<file path="config.mk">
export PLATFORM = sky130hd
export DESIGN_NAME = manchester_frame_receiver_flat
export DESIGN_NICKNAME = d
export VERILOG_FILES = /design/src/sv/mfr_pkg.sv /design/src/sv/mfr_if.sv /design/src/sv/mfr_csr.sv /design/src/sv/mfr_core.sv /design/src/sv/mfr_out_reg.sv /design/src/sv/manchester_frame_receiver.sv /design/src/flat_wrapper.sv
export VERILOG_INCLUDE_DIRS = /design/src /design/src/sv
export SDC_FILE = /design/constraint.sdc
export NUM_CORES = 1
export LEC_CHECK = 0
export BUFFER_PORTS_ARGS = -buffer_cell sky130_fd_sc_hd__buf_4
export CAP_MARGIN = 20
export CORE_MARGIN = 4
export CORE_UTILIZATION = 40
export DETAILED_ROUTE_END_ITERATION = 16
export GPL_ROUTABILITY_DRIVEN = 0
export PLACE_DENSITY = 0.69
export SLEW_MARGIN = 15
export SYNTH_ARGS = -nofsm -noshare
export SYNTH_HDL_FRONTEND = slang
export SYNTH_HIERARCHICAL = 1
export SYNTH_SLANG_ARGS = --single-unit
</file>
<file path="constraint.sdc">
create_clock -name clock -period 13.05 [get_ports clock]
set_input_delay 1.305 -clock clock [delete_from_list [all_inputs] [get_ports clock]]
set_output_delay 1.305 -clock clock [all_outputs]
set_load 0.01 [all_outputs]
</file>
<file path="src/sv/manchester_frame_receiver_assert.svh">
// assertion macros used by mfr_core of the manchester frame receiver rtl
// no dependencies; included inside module bodies
`ifndef MANCHESTER_FRAME_RECEIVER_ASSERT_SVH
`define MANCHESTER_FRAME_RECEIVER_ASSERT_SVH

// same-cycle implication, quiet during reset
`define MFR_ASSERT_NOW(label, clk, rst, ante, cons) \
   label: assert property (@(posedge clk) disable iff (rst) (ante) |-> (cons)) \
      else $error("mfr assertion failed");

// next-cycle implication, quiet during reset
`define MFR_ASSERT_NEXT(label, clk, rst, ante, cons) \
   label: assert property (@(posedge clk) disable iff (rst) (ante) |=> (cons)) \
      else $error("mfr assertion failed");

`endif

</file>
<file path="src/sv/mfr_pkg.sv">
// types and constants for the manchester frame receiver
// no dependencies
package mfr_pkg;

   localparam int FRAME_BITS = 32;
   localparam int BITS_W     = $clog2(FRAME_BITS + 1);
   localparam logic [BITS_W-1:0] FRAME_BITS_CNT = BITS_W'(FRAME_BITS);

   localparam int WORD_W   = 32;
   localparam int THRESH_W = 16;
   localparam int ADDR_W   = 4;
   localparam int DATA_W   = 32;

   typedef logic [WORD_W-1:0]   word_type;
   typedef logic [THRESH_W-1:0] thresh_type;
   typedef logic [BITS_W-1:0]   bits_type;
   typedef logic [2:0]          msg_code_type;

   localparam thresh_type THRESH_RESET = 16'd750;

   // message type limits
   localparam msg_code_type REQ_TYPE_MAX = 3'd2;
   localparam msg_code_type RSP_TYPE_MIN = 3'd4;

   // register indexes (byte address / 4)
   typedef enum logic [1:0] {
      REG_ENABLE    = 2'd0,
      REG_THRESHOLD = 2'd1,
      REG_SLAVE     = 2'd2
   } reg_index_type;

   typedef enum logic [2:0] {
      PHASE_IDLE  = 3'b001,
      PHASE_START = 3'b010,
      PHASE_RECV  = 3'b100
   } phase_type;

   typedef struct packed {
      logic       enable;
      thresh_type threshold;
      logic       slave;
   } cfg_type;

   typedef struct packed {
      logic     load;
      word_type word;
   } frame_load_type;

endpackage

</file>
<file path="src/sv/mfr_if.sv">
// valid/ready channel interfaces for edge transactions and frame results
// depends on mfr_pkg
interface mfr_req_if;
   logic              valid;
   logic              ready;
   mfr_pkg::word_type edge_time_us;
   logic              line_level;

   modport source (output valid, output edge_time_us, output line_level, input ready);
   modport sink   (input valid, input edge_time_us, input line_level, output ready);
endinterface

interface mfr_rsp_if;
   logic                  valid;
   logic                  ready;
   mfr_pkg::word_type     frame_word;
   logic                  parity_ok;
   mfr_pkg::msg_code_type message_type;
   logic                  type_ok;

   modport source (output valid, output frame_word, output parity_ok,
                   output message_type, output type_ok, input ready);
   modport sink   (input valid, input frame_word, input parity_ok,
                   input message_type, input type_ok, output ready);
endinterface

</file>
<file path="src/sv/mfr_csr.sv">
// apb-style configuration registers of the manchester frame receiver
// depends on mfr_pkg
module mfr_csr (
   input  logic                    clock,
   input  logic                    reset,
   input  logic                    psel,
   input  logic                    penable,
   input  logic                    pwrite,
   input  logic [mfr_pkg::ADDR_W-1:0] paddr,
   input  logic [mfr_pkg::DATA_W-1:0] pwdata,
   output logic [mfr_pkg::DATA_W-1:0] prdata,
   output logic                    pready,
   output mfr_pkg::cfg_type        cfg
);
   import mfr_pkg::*;

   cfg_type       cfg_ff, cfg_in;
   reg_index_type index;
   logic          wr_en;

   assign index  = reg_index_type'(paddr[3:2]);
   assign wr_en  = psel & penable & pwrite;
   assign pready = 1'b1;
   assign cfg    = cfg_ff;

   always_comb begin
      cfg_in = cfg_ff;
      if (wr_en) begin
         unique case (index)
            REG_ENABLE:    cfg_in.enable    = pwdata[0];
            REG_THRESHOLD: cfg_in.threshold = pwdata[THRESH_W-1:0];
            REG_SLAVE:     cfg_in.slave     = pwdata[0];
            default:       cfg_in = cfg_ff;
         endcase
      end
   end

   always_comb begin
      unique case (index)
         REG_ENABLE:    prdata = DATA_W'(cfg_ff.enable);
         REG_THRESHOLD: prdata = DATA_W'(cfg_ff.threshold);
         REG_SLAVE:     prdata = DATA_W'(cfg_ff.slave);
         default:       prdata = '0;
      endcase
   end

   always_ff @(posedge clock) begin
      if (reset) begin
         cfg_ff.enable    <= 1'b0;
         cfg_ff.threshold <= THRESH_RESET;
         cfg_ff.slave     <= 1'b0;
      end else begin
         cfg_ff <= cfg_in;
      end
   end

endmodule

</file>
<file path="src/sv/mfr_core.sv">
// edge input register and receive state machine of the frame receiver
// depends on mfr_pkg, mfr_req_if and the assertion macro header
module mfr_core (
   input  logic                   clock,
   input  logic                   reset,
   mfr_req_if.sink                req,
   input  mfr_pkg::cfg_type       cfg,
   input  logic                   out_free,
   output mfr_pkg::frame_load_type frame
);
   import mfr_pkg::*;
   `include "manchester_frame_receiver_assert.svh"

   logic       in_valid_ff;
   word_type   in_time_ff;
   logic       in_level_ff;

   phase_type  phase_ff, phase_in;
   word_type   last_ff, last_in;
   bits_type   bits_ff, bits_in;
   word_type   shift_ff, shift_in;

   word_type   elapsed;
   word_type   thresh;
   logic       late_ge;
   logic       late_gt;
   logic       full;
   logic       emit;
   logic       fire;
   logic       take;

   assign elapsed = in_time_ff - last_ff;
   assign thresh  = WORD_W'(cfg.threshold);
   assign late_ge = elapsed >= thresh;
   assign late_gt = elapsed > thresh;
   assign full    = bits_ff == FRAME_BITS_CNT;

   // completing edge needs a free result register
   assign emit = cfg.enable && (phase_ff == PHASE_RECV) && late_gt && full;
   assign fire = in_valid_ff && (!emit || out_free);
   assign take = fire && cfg.enable;

   assign req.ready   = !in_valid_ff || fire;
   assign frame.load  = fire && emit;
   assign frame.word  = shift_ff;

   always_comb begin
      phase_in = phase_ff;
      last_in  = last_ff;
      bits_in  = bits_ff;
      shift_in = shift_ff;
      if (take) begin
         unique case (phase_ff)
            PHASE_START: begin
               if (!late_ge && !in_level_ff) begin
                  phase_in = PHASE_RECV;
                  last_in  = in_time_ff;
                  bits_in  = '0;
                  shift_in = '0;
               end else if (late_ge) begin
                  phase_in = PHASE_IDLE;
               end
            end
            PHASE_RECV: begin
               if (late_gt) begin
                  if (!full) begin
                     // mid-bit edge: bit value is the inverted level
                     shift_in = {shift_ff[WORD_W-2:0], ~in_level_ff};
                     last_in  = in_time_ff;
                     bits_in  = bits_ff + 1'b1;
                  end else begin
                     phase_in = PHASE_IDLE;
                  end
               end
            end
            default: begin
               if (in_level_ff) begin
                  phase_in = PHASE_START;
                  last_in  = in_time_ff;
               end
            end
         endcase
      end
   end

   always_ff @(posedge clock) begin
      if (reset) begin
         in_valid_ff <= 1'b0;
         phase_ff    <= PHASE_IDLE;
         last_ff     <= '0;
         bits_ff     <= '0;
         shift_ff    <= '0;
      end else begin
         if (req.ready) begin
            in_valid_ff <= req.valid;
         end
         phase_ff <= phase_in;
         last_ff  <= last_in;
         bits_ff  <= bits_in;
         shift_ff <= shift_in;
      end
   end

   always_ff @(posedge clock) begin
      if (req.ready && req.valid) begin
         in_time_ff  <= req.edge_time_us;
         in_level_ff <= req.line_level;
      end
   end

   `MFR_ASSERT_NOW(a_bits_bounded, clock, reset, 1'b1, bits_ff <= FRAME_BITS_CNT)
   `MFR_ASSERT_NEXT(a_idle_after_frame, clock, reset, frame.load, phase_ff == PHASE_IDLE)
   `MFR_ASSERT_NEXT(a_hold_without_edge, clock, reset, !take, $stable(shift_ff) && $stable(last_ff))
   `MFR_ASSERT_NOW(a_stall_only_on_emit, clock, reset, in_valid_ff && !fire, emit && !out_free)

endmodule

</file>
<file path="src/sv/mfr_out_reg.sv">
// result register with parity and message type checks
// depends on mfr_pkg and mfr_rsp_if
module mfr_out_reg (
   input  logic                    clock,
   input  logic                    reset,
   input  mfr_pkg::frame_load_type frame,
   input  mfr_pkg::cfg_type        cfg,
   output logic                    out_free,
   mfr_rsp_if.source               rsp
);
   import mfr_pkg::*;

   logic         valid_ff, valid_in;
   word_type     word_ff;
   logic         parity_ff;
   msg_code_type type_ff;
   logic         type_ok_ff;

   logic         parity;
   msg_code_type msg;
   logic         fits;

   assign parity = ~^frame.word;
   assign msg    = frame.word[30:28];
   assign fits   = cfg.slave ? (msg <= REQ_TYPE_MAX) : (msg >= RSP_TYPE_MIN);

   assign out_free = !valid_ff || rsp.ready;

   always_comb begin
      valid_in = valid_ff;
      if (frame.load) begin
         valid_in = 1'b1;
      end else if (rsp.ready) begin
         valid_in = 1'b0;
      end
   end

   always_ff @(posedge clock) begin
      if (reset) begin
         valid_ff <= 1'b0;
      end else begin
         valid_ff <= valid_in;
      end
   end

   always_ff @(posedge clock) begin
      if (frame.load) begin
         word_ff    <= frame.word;
         parity_ff  <= parity;
         type_ff    <= msg;
         type_ok_ff <= parity && fits;
      end
   end

   assign rsp.valid        = valid_ff;
   assign rsp.frame_word   = word_ff;
   assign rsp.parity_ok    = parity_ff;
   assign rsp.message_type = type_ff;
   assign rsp.type_ok      = type_ok_ff;

endmodule

</file>
<file path="src/sv/manchester_frame_receiver.sv">
// top level of the manchester frame receiver
// depends on mfr_pkg, mfr_if, mfr_csr, mfr_core, mfr_out_reg
//
//  channel   direction  carries
//  req_ch    in         one line edge: edge_time_us, line_level
//  rsp_ch    out        one frame: frame_word, parity_ok, message_type, type_ok
//  apb       in/out     receive_enable, mid_bit_threshold_us, slave_mode
//
// one edge per cycle unless stalled: an edge is held in the input register, then
// updates the receive state; a completed frame is loaded into the result register
// when its completing edge leaves the input register, and is then valid on rsp_ch.
// reset is synchronous; it clears the state machine, counters and valid flags.
// a frame waiting in the result register stalls the edge that completes the
// next frame, and the edges behind it, until the waiting frame is taken.
module manchester_frame_receiver (
   input  logic                       clock,
   input  logic                       reset,
   mfr_req_if.sink                    req_ch,
   mfr_rsp_if.source                  rsp_ch,
   input  logic                       psel,
   input  logic                       penable,
   input  logic                       pwrite,
   input  logic [mfr_pkg::ADDR_W-1:0] paddr,
   input  logic [mfr_pkg::DATA_W-1:0] pwdata,
   output logic [mfr_pkg::DATA_W-1:0] prdata,
   output logic                       pready
);
   import mfr_pkg::*;

   cfg_type        cfg;
   frame_load_type frame;
   logic           out_free;

   mfr_csr u_csr (
      .clock   (clock),
      .reset   (reset),
      .psel    (psel),
      .penable (penable),
      .pwrite  (pwrite),
      .paddr   (paddr),
      .pwdata  (pwdata),
      .prdata  (prdata),
      .pready  (pready),
      .cfg     (cfg)
   );

   mfr_core u_core (
      .clock    (clock),
      .reset    (reset),
      .req      (req_ch),
      .cfg      (cfg),
      .out_free (out_free),
      .frame    (frame)
   );

   mfr_out_reg u_out (
      .clock    (clock),
      .reset    (reset),
      .frame    (frame),
      .cfg      (cfg),
      .out_free (out_free),
      .rsp      (rsp_ch)
   );

endmodule
</file>
<file path="src/flat_wrapper.sv">
// flat-port wrapper written by rule: the top's interface ports become plain ports
module manchester_frame_receiver_flat import mfr_pkg::*;
  (clock, reset, psel, penable, pwrite, paddr, pwdata, prdata, pready, req_ch_valid, req_ch_edge_time_us, req_ch_line_level, req_ch_ready, rsp_ch_valid, rsp_ch_frame_word, rsp_ch_parity_ok, rsp_ch_message_type, rsp_ch_type_ok, rsp_ch_ready);
  mfr_req_if req_ch_i ();
  mfr_rsp_if rsp_ch_i ();
  input  logic clock;
  input  logic reset;
  input  logic psel;
  input  logic penable;
  input  logic pwrite;
  input  logic [mfr_pkg::ADDR_W-1:0] paddr;
  input  logic [mfr_pkg::DATA_W-1:0] pwdata;
  output logic [mfr_pkg::DATA_W-1:0] prdata;
  output logic pready;
  input wire logic [$bits(req_ch_i.valid)-1:0] req_ch_valid;
  input wire logic [$bits(req_ch_i.edge_time_us)-1:0] req_ch_edge_time_us;
  input wire logic [$bits(req_ch_i.line_level)-1:0] req_ch_line_level;
  output wire logic [$bits(req_ch_i.ready)-1:0] req_ch_ready;
  output wire logic [$bits(rsp_ch_i.valid)-1:0] rsp_ch_valid;
  output wire logic [$bits(rsp_ch_i.frame_word)-1:0] rsp_ch_frame_word;
  output wire logic [$bits(rsp_ch_i.parity_ok)-1:0] rsp_ch_parity_ok;
  output wire logic [$bits(rsp_ch_i.message_type)-1:0] rsp_ch_message_type;
  output wire logic [$bits(rsp_ch_i.type_ok)-1:0] rsp_ch_type_ok;
  input wire logic [$bits(rsp_ch_i.ready)-1:0] rsp_ch_ready;
  assign req_ch_i.valid = req_ch_valid;
  assign req_ch_i.edge_time_us = req_ch_edge_time_us;
  assign req_ch_i.line_level = req_ch_line_level;
  assign req_ch_ready = req_ch_i.ready;
  assign rsp_ch_valid = rsp_ch_i.valid;
  assign rsp_ch_frame_word = rsp_ch_i.frame_word;
  assign rsp_ch_parity_ok = rsp_ch_i.parity_ok;
  assign rsp_ch_message_type = rsp_ch_i.message_type;
  assign rsp_ch_type_ok = rsp_ch_i.type_ok;
  assign rsp_ch_i.ready = rsp_ch_ready;
  manchester_frame_receiver u_core (.clock(clock), .reset(reset), .req_ch(req_ch_i), .rsp_ch(rsp_ch_i), .psel(psel), .penable(penable), .pwrite(pwrite), .paddr(paddr), .pwdata(pwdata), .prdata(prdata), .pready(pready));
endmodule
</file>
**After elaboration in Yosys (flattened, before gate mapping)**

Cells that the tools add are included.

- Flip-flop bits (word level): 163
- Output and inout bits: 72

- $add $sub $neg: 2
- Magnitude comparators: 4
- Eq/ne operators: 10
- Multiplexer cells: 23
- Bitwise gates (word level): 3
- Reductions and logical operators: 28

Operators by type and width:

| cell | count |
|---|---|
| 2-to-1 mux 32 bit | 7 |
| case mux 32 bit (2 select lines) | 2 |
| case mux 16 bit (3 select lines) | 1 |
| >= comparator 32 x 16 -> 1 bit | 1 |
| greater-than comparator 32 x 16 -> 1 bit | 1 |
| XNOR reduction 32 bit | 1 |
| subtractor 32 bit | 1 |
| 2-to-1 mux 6 bit | 3 |
| 2-to-1 mux 3 bit | 5 |
| AND reduction 5 bit | 3 |
| case mux 6 bit (2 select lines) | 1 |
| logical AND 1 bit | 9 |
| != test 2 bit (second input constant) | 4 |
| adder 6 x 1 -> 6 bit (second input constant) | 1 |
| equality test 6 bit (second input constant) | 1 |
| case mux 3 bit (2 select lines) | 1 |
| AND reduction 2 bit | 3 |
| zero test 1 bit | 5 |
| nonzero test 2 bit | 2 |
| equality test 3 x 2 -> 1 bit (second input constant) | 1 |
| equality test 3 bit (second input constant) | 1 |
| >= comparator 3 bit (second input constant) | 1 |
| less-or-equal comparator 3 x 2 -> 1 bit (second input constant) | 1 |
| logical OR 1 bit | 3 |
| other kinds (8) | 11 |

**Longest topological paths before layout**

- Depth in word-level cells: 9
- Mapped depth: 23
- Depth with buffers taken out: 21

**Hierarchy**

The synthesis kept the hierarchy.

Modules (own cells, without submodules):

| module | instances | cells each | area an instance (µm²) | sequential area each (µm²) |
|---|---|---|---|---|
| mfr_core | 1 | 809 | 6865.3 | 2472.4 |
| mfr_out_reg | 1 | 74 | 1432.6 | 1041.0 |
| mfr_csr | 1 | 118 | 1057.3 | 360.3 |

**Worst setup path before layout**

No wires, ideal clock.

- Kind: flip-flop to output port
- Start point: register u_core.u_core.in_time_ff[0]
- End point: output port req_ch_ready
- Arrival: 3.457 ns
- Data required time: 11.745 ns
- Slack: 8.288 ns
- Stages on the path, launching flop included: 19
- Buffers on the path: 0
- Cells stage by stage: edfxtp_1 > inv_1 > ha_1 > fa_1 > nor2b_2 > o2111ai_2 > a21oi_1 > nor2_1 > o21ai_0 > xor2_1 > ha_1 > nand4_1 > nor2_1 > nand2_1 > a211o_1 > a21oi_1 > nor3_1 > a311oi_1 > nand2b_1

- Cells in the longest elaborated chain, start to end: 8

Ends and longest elaborated chain:

| element | line | text |
|---|---|---|
| start: declaration | mfr_core.sv:15 | `word_type in_time_ff;` |
| start signal: assignment | mfr_core.sv:106 | `in_time_ff <= req.edge_time_us;` |
| subtractor 32 bit | mfr_core.sv:32 | `assign elapsed = in_time_ff - last_ff;` |
| greater-than comparator 32 x 16 -> 1 bit | mfr_core.sv:35 | `assign late_gt = elapsed > thresh;` |
| logical AND 1 bit (2 in a row) | mfr_core.sv:39 | `assign emit = cfg.enable && (phase_ff == PHASE_RECV) && late_gt && full;` |
| zero test 1 bit | mfr_core.sv:40 | `assign fire = in_valid_ff && (!emit \|\| out_free);` |
| logical OR 1 bit | mfr_core.sv:40 |  |
| logical AND 1 bit | mfr_core.sv:40 |  |
| logical OR 1 bit | mfr_core.sv:43 | `assign req.ready = !in_valid_ff \|\| fire;` |
| end: declaration | flat_wrapper.sv:18 | `output wire logic [$bits(req_ch_i.ready)-1:0] req_ch_ready;` |

No other way between the ends.

**Worst setup path in the final report**

Same ends and word-level chain as after synthesis.

==> impl_metrics.csv <==
group,metric,value,unit
status,status,"complete, no violations",
cells_and_area,final_common_cell,"nand2_1",
detailed_routing,drc,0,
timing,worst_slew_pin_slew,835,ps
die,dieArea,0.0259,mm²
yosys,synth_xor_area_frac,0.0514,
critical_path,worstSetupPathType,"reg -> out",
critical_path,critPathRequiredTime,11740,ps
detailed_routing,wl_per_cell,14.5,µm
clock_tree,clk-insertion-delay-late,440,ps
die,die_w,161,µm
grt,track_usage,0.158,
cells_and_area,fin_cells,1416,
detailed_routing,avgViaCountPerCell,5.06,
timing,clock.fmax,0.166,GHz
power_and_ir_drop,leakagePower,0.00414,µW
grt,antenna_found_initial,0,
clock_tree,path_clk_slew,70,ps
clock_tree,htree_levels,4,
die,start_util,0.409,
clock_tree,cts_tree,"built",
clock_tree,max-clock-path-buffers,2,
yosys,synth_top_family_by_area,"simple AND/OR/NAND/NOR gates",
power_and_ir_drop,vdd_drop_max,0.0752,mV
cells_and_area,fin_util,0.480,
yosys,netlist-cell-type-count,88,
die,rows,55,
clock_tree,cts_buffers,17,
critical_path,slowest_delay,420,ps
clock_tree,postCtsResizedCells,0,
clock_tree,postCtsHoldBufs,0,
power_and_ir_drop,p_total,1220,µW
clock_tree,post_cts_buffers,0,
timing,slew-limit-headroom,0.442,
cells_and_area,final_nets,1217,
detailed_routing,ant_nets,0,
critical_path,path_cells,"inv_1, ha_1, fa_1, nor2b_2, o2111ai_2, a21oi_1, nor2_1, o21ai_0, xor2_1, ha_1, nand4_1, nor2_1, nand2_1, a211o_1, a21oi_1, nor3_1, a311oi_1, nand2b_1, buf_4",
timing,rsz0062_at_grt,"false",
yosys,synth-compound-area-share,0.145,
yosys,ys_seq_area_frac,0.414,
grt,grt_max_degree,74,
yosys,syn_area,0.00936,mm²
yosys,ys_warn_count,6,
critical_path,slowest_stage,"fa_1",
yosys,synth_mux_area_frac,0.0630,
placement,dp_cells,1384,
flow_run,drv_cap,0,
cells_and_area,insertedDiodeCount,0,
critical_path,worst-path-max-fanout,4,
grt,grt_overflow,0,
die,ios,148,
grt,grt_pass1_wl,33.9,mm
timing,finalCriticalPeriod,6030,ps
timing,period_share,0.462,
critical_path,cp.arrival,4720,ps
yosys,netlist_instances,1001,
yosys,synth-simple-area-share,0.193,
detailed_routing,dr.pass1.iters,5,
die,fp.coreArea,0.0228,mm²
timing,skew,10.7,ps
power_and_ir_drop,pwr_density_cell,111,mW/mm²
timing,holdWs,456,ps
yosys,async_flop_share,0,
timing,setup_viol_count_final,0,
detailed_routing,vias,7165,
hold_path,hold_path_class,"reg -> reg",
cells_and_area,final_cell_mix,"nand2_1 (133), buf_4 (119), dfxtp_1 (93)",
yosys,synth-adder-area-share,0.0690,
detailed_routing,drt_iter0_drc,501,
yosys,synth-main-ff-cell,"dfxtp_1",
critical_path,setup.worst_path.end_class,"output port",
timing,hold_violations,0,
timing,drv_slew,0,
yosys,syn_area_per_cell,9.35,µm²
placement,hpwlAfterDp,15.1,mm
cells_and_area,syn2layout_area_growth,17.2,%
yosys,synth_edf_count,67,
critical_path,critPathLaunchType,"flop",
timing,fin_setup_tns,0,ps
clock_tree,clock-root-buffer,"clkbuf_16",
cells_and_area,layout-drive-gt1-share,0.170,
placement,port_buffers,112,
detailed_routing,totalWireLength,20.5,mm
grt,grt_pass1_vias,6915,
clock_tree,clock-sinks,160,
die,die_h,161,µm
yosys,ys_ff_latch,160,
==> cell usage after synthesis (8+ instances only) <==
cell	count	area, µm²
and2_1	27	169
nor2b_1	10	62.6
dfxtp_1	93	1860
edfxtp_1	67	2010
nor3_1	10	50.1
buf_4	20	150
xnor2_1	31	272
nand3_1	41	205
ha_1	50	626
o21ai_0	25	125
o211ai_1	9	67.6
buf_2	11	55.1
clkbuf_1	27	101
nand4_1	18	113
a21o_1	12	90.1
nor2_1	52	195
a21oi_1	79	395
inv_1	58	218
mux2i_1	54	541
o21a_1	18	135
nand2b_1	31	194
xor2_1	8	70.1
nand2_1	133	499
==> worst paths after layout <==
kind / cells after the start / endpoint / startpoint / slack, ps
setup / recovery: 19 / req_ch_ready / u_core/u_core/in_time_ff[0] / 7020
hold reg to reg: 2 / u_core/u_core/last_ff[30] / u_core/u_core/last_ff[30] / 460
setup reg to reg: 19 / u_core/u_out/rsp.frame_word[29] / u_core/u_core/in_time_ff[0] / 7800
hold / removal: 2 / u_core/u_core/last_ff[30] / u_core/u_core/last_ff[30] / 460
==> through the flow <==
step	setup WS (ps)	cell area [µm²]
global route	6750	11000
CTS	7060	11000
global placement	7570	10300
finish	7020	11000
detailed placement	7560	10300
floorplan	8290	9410
==> where the power goes <==
group,internal (µW),switching [µW],total [µW],leakage (µW)
Sequential,529,6.43,535,0.00146
Combinational,70.0,96.3,166,0.00238
Clock,264,251,516,0.000303
Total,863,354,1220,0.00414
==> per-layer routing <==
metal	part of all wire	vias up	GRT usage
met5	0	-	0
li1	-	3670	-
met1	0.46	3315	0.204
met2	0.49	158	0.266
met3	0.038	22	0.0316
met4	0.015	0	0.0489
==> critical path: cells and delay by family (launching register included) <==
family	cells	cell delay, ps
AOI/OAI and AO/OA	6	1720
adders and majority gates	3	960
and+or+nand+nor	7	840
DFF	1	380
buffers and inverters	2	250
xor gates and xnor gates	1	130
==> layout make-up <==
cell class                 count  area, µm²
inverter                      59        221
tap                          313        392
clock buffer                  17        425
fill                        2185      11900
clock inverter                15        201
timing repair buffer         119        893
multi-input combinational    733       4950
sequential                   160       3870
==> state kept, by name (all words and copies together), names as in the netlist <==
name,cells
u_core/u_core/bits_ff,6
u_core/u_core/in_level_ff,1
u_core/u_core/in_time_ff,32
u_core/u_core/in_valid_ff,1
u_core/u_core/last_ff,32
u_core/u_core/phase_ff,3
u_core/u_core/shift_ff,32
u_core/u_csr/cfg,18
u_core/u_out/rsp.frame_word,32
u_core/u_out/rsp.parity_ok,1
u_core/u_out/rsp.type_ok,1
u_core/u_out/rsp.valid,1
==> cells by family after synthesis <==
kind of cell	Yosys count
AO/OA/AOI/OAI	203
AND/OR/NAND/NOR	358
buffers and inverters	123
flip-flops	160
multiplexers	58
other	2
XOR/XNOR	46
adder cells (fa/ha/maj)	51
(Power assumes the default switching activity.)
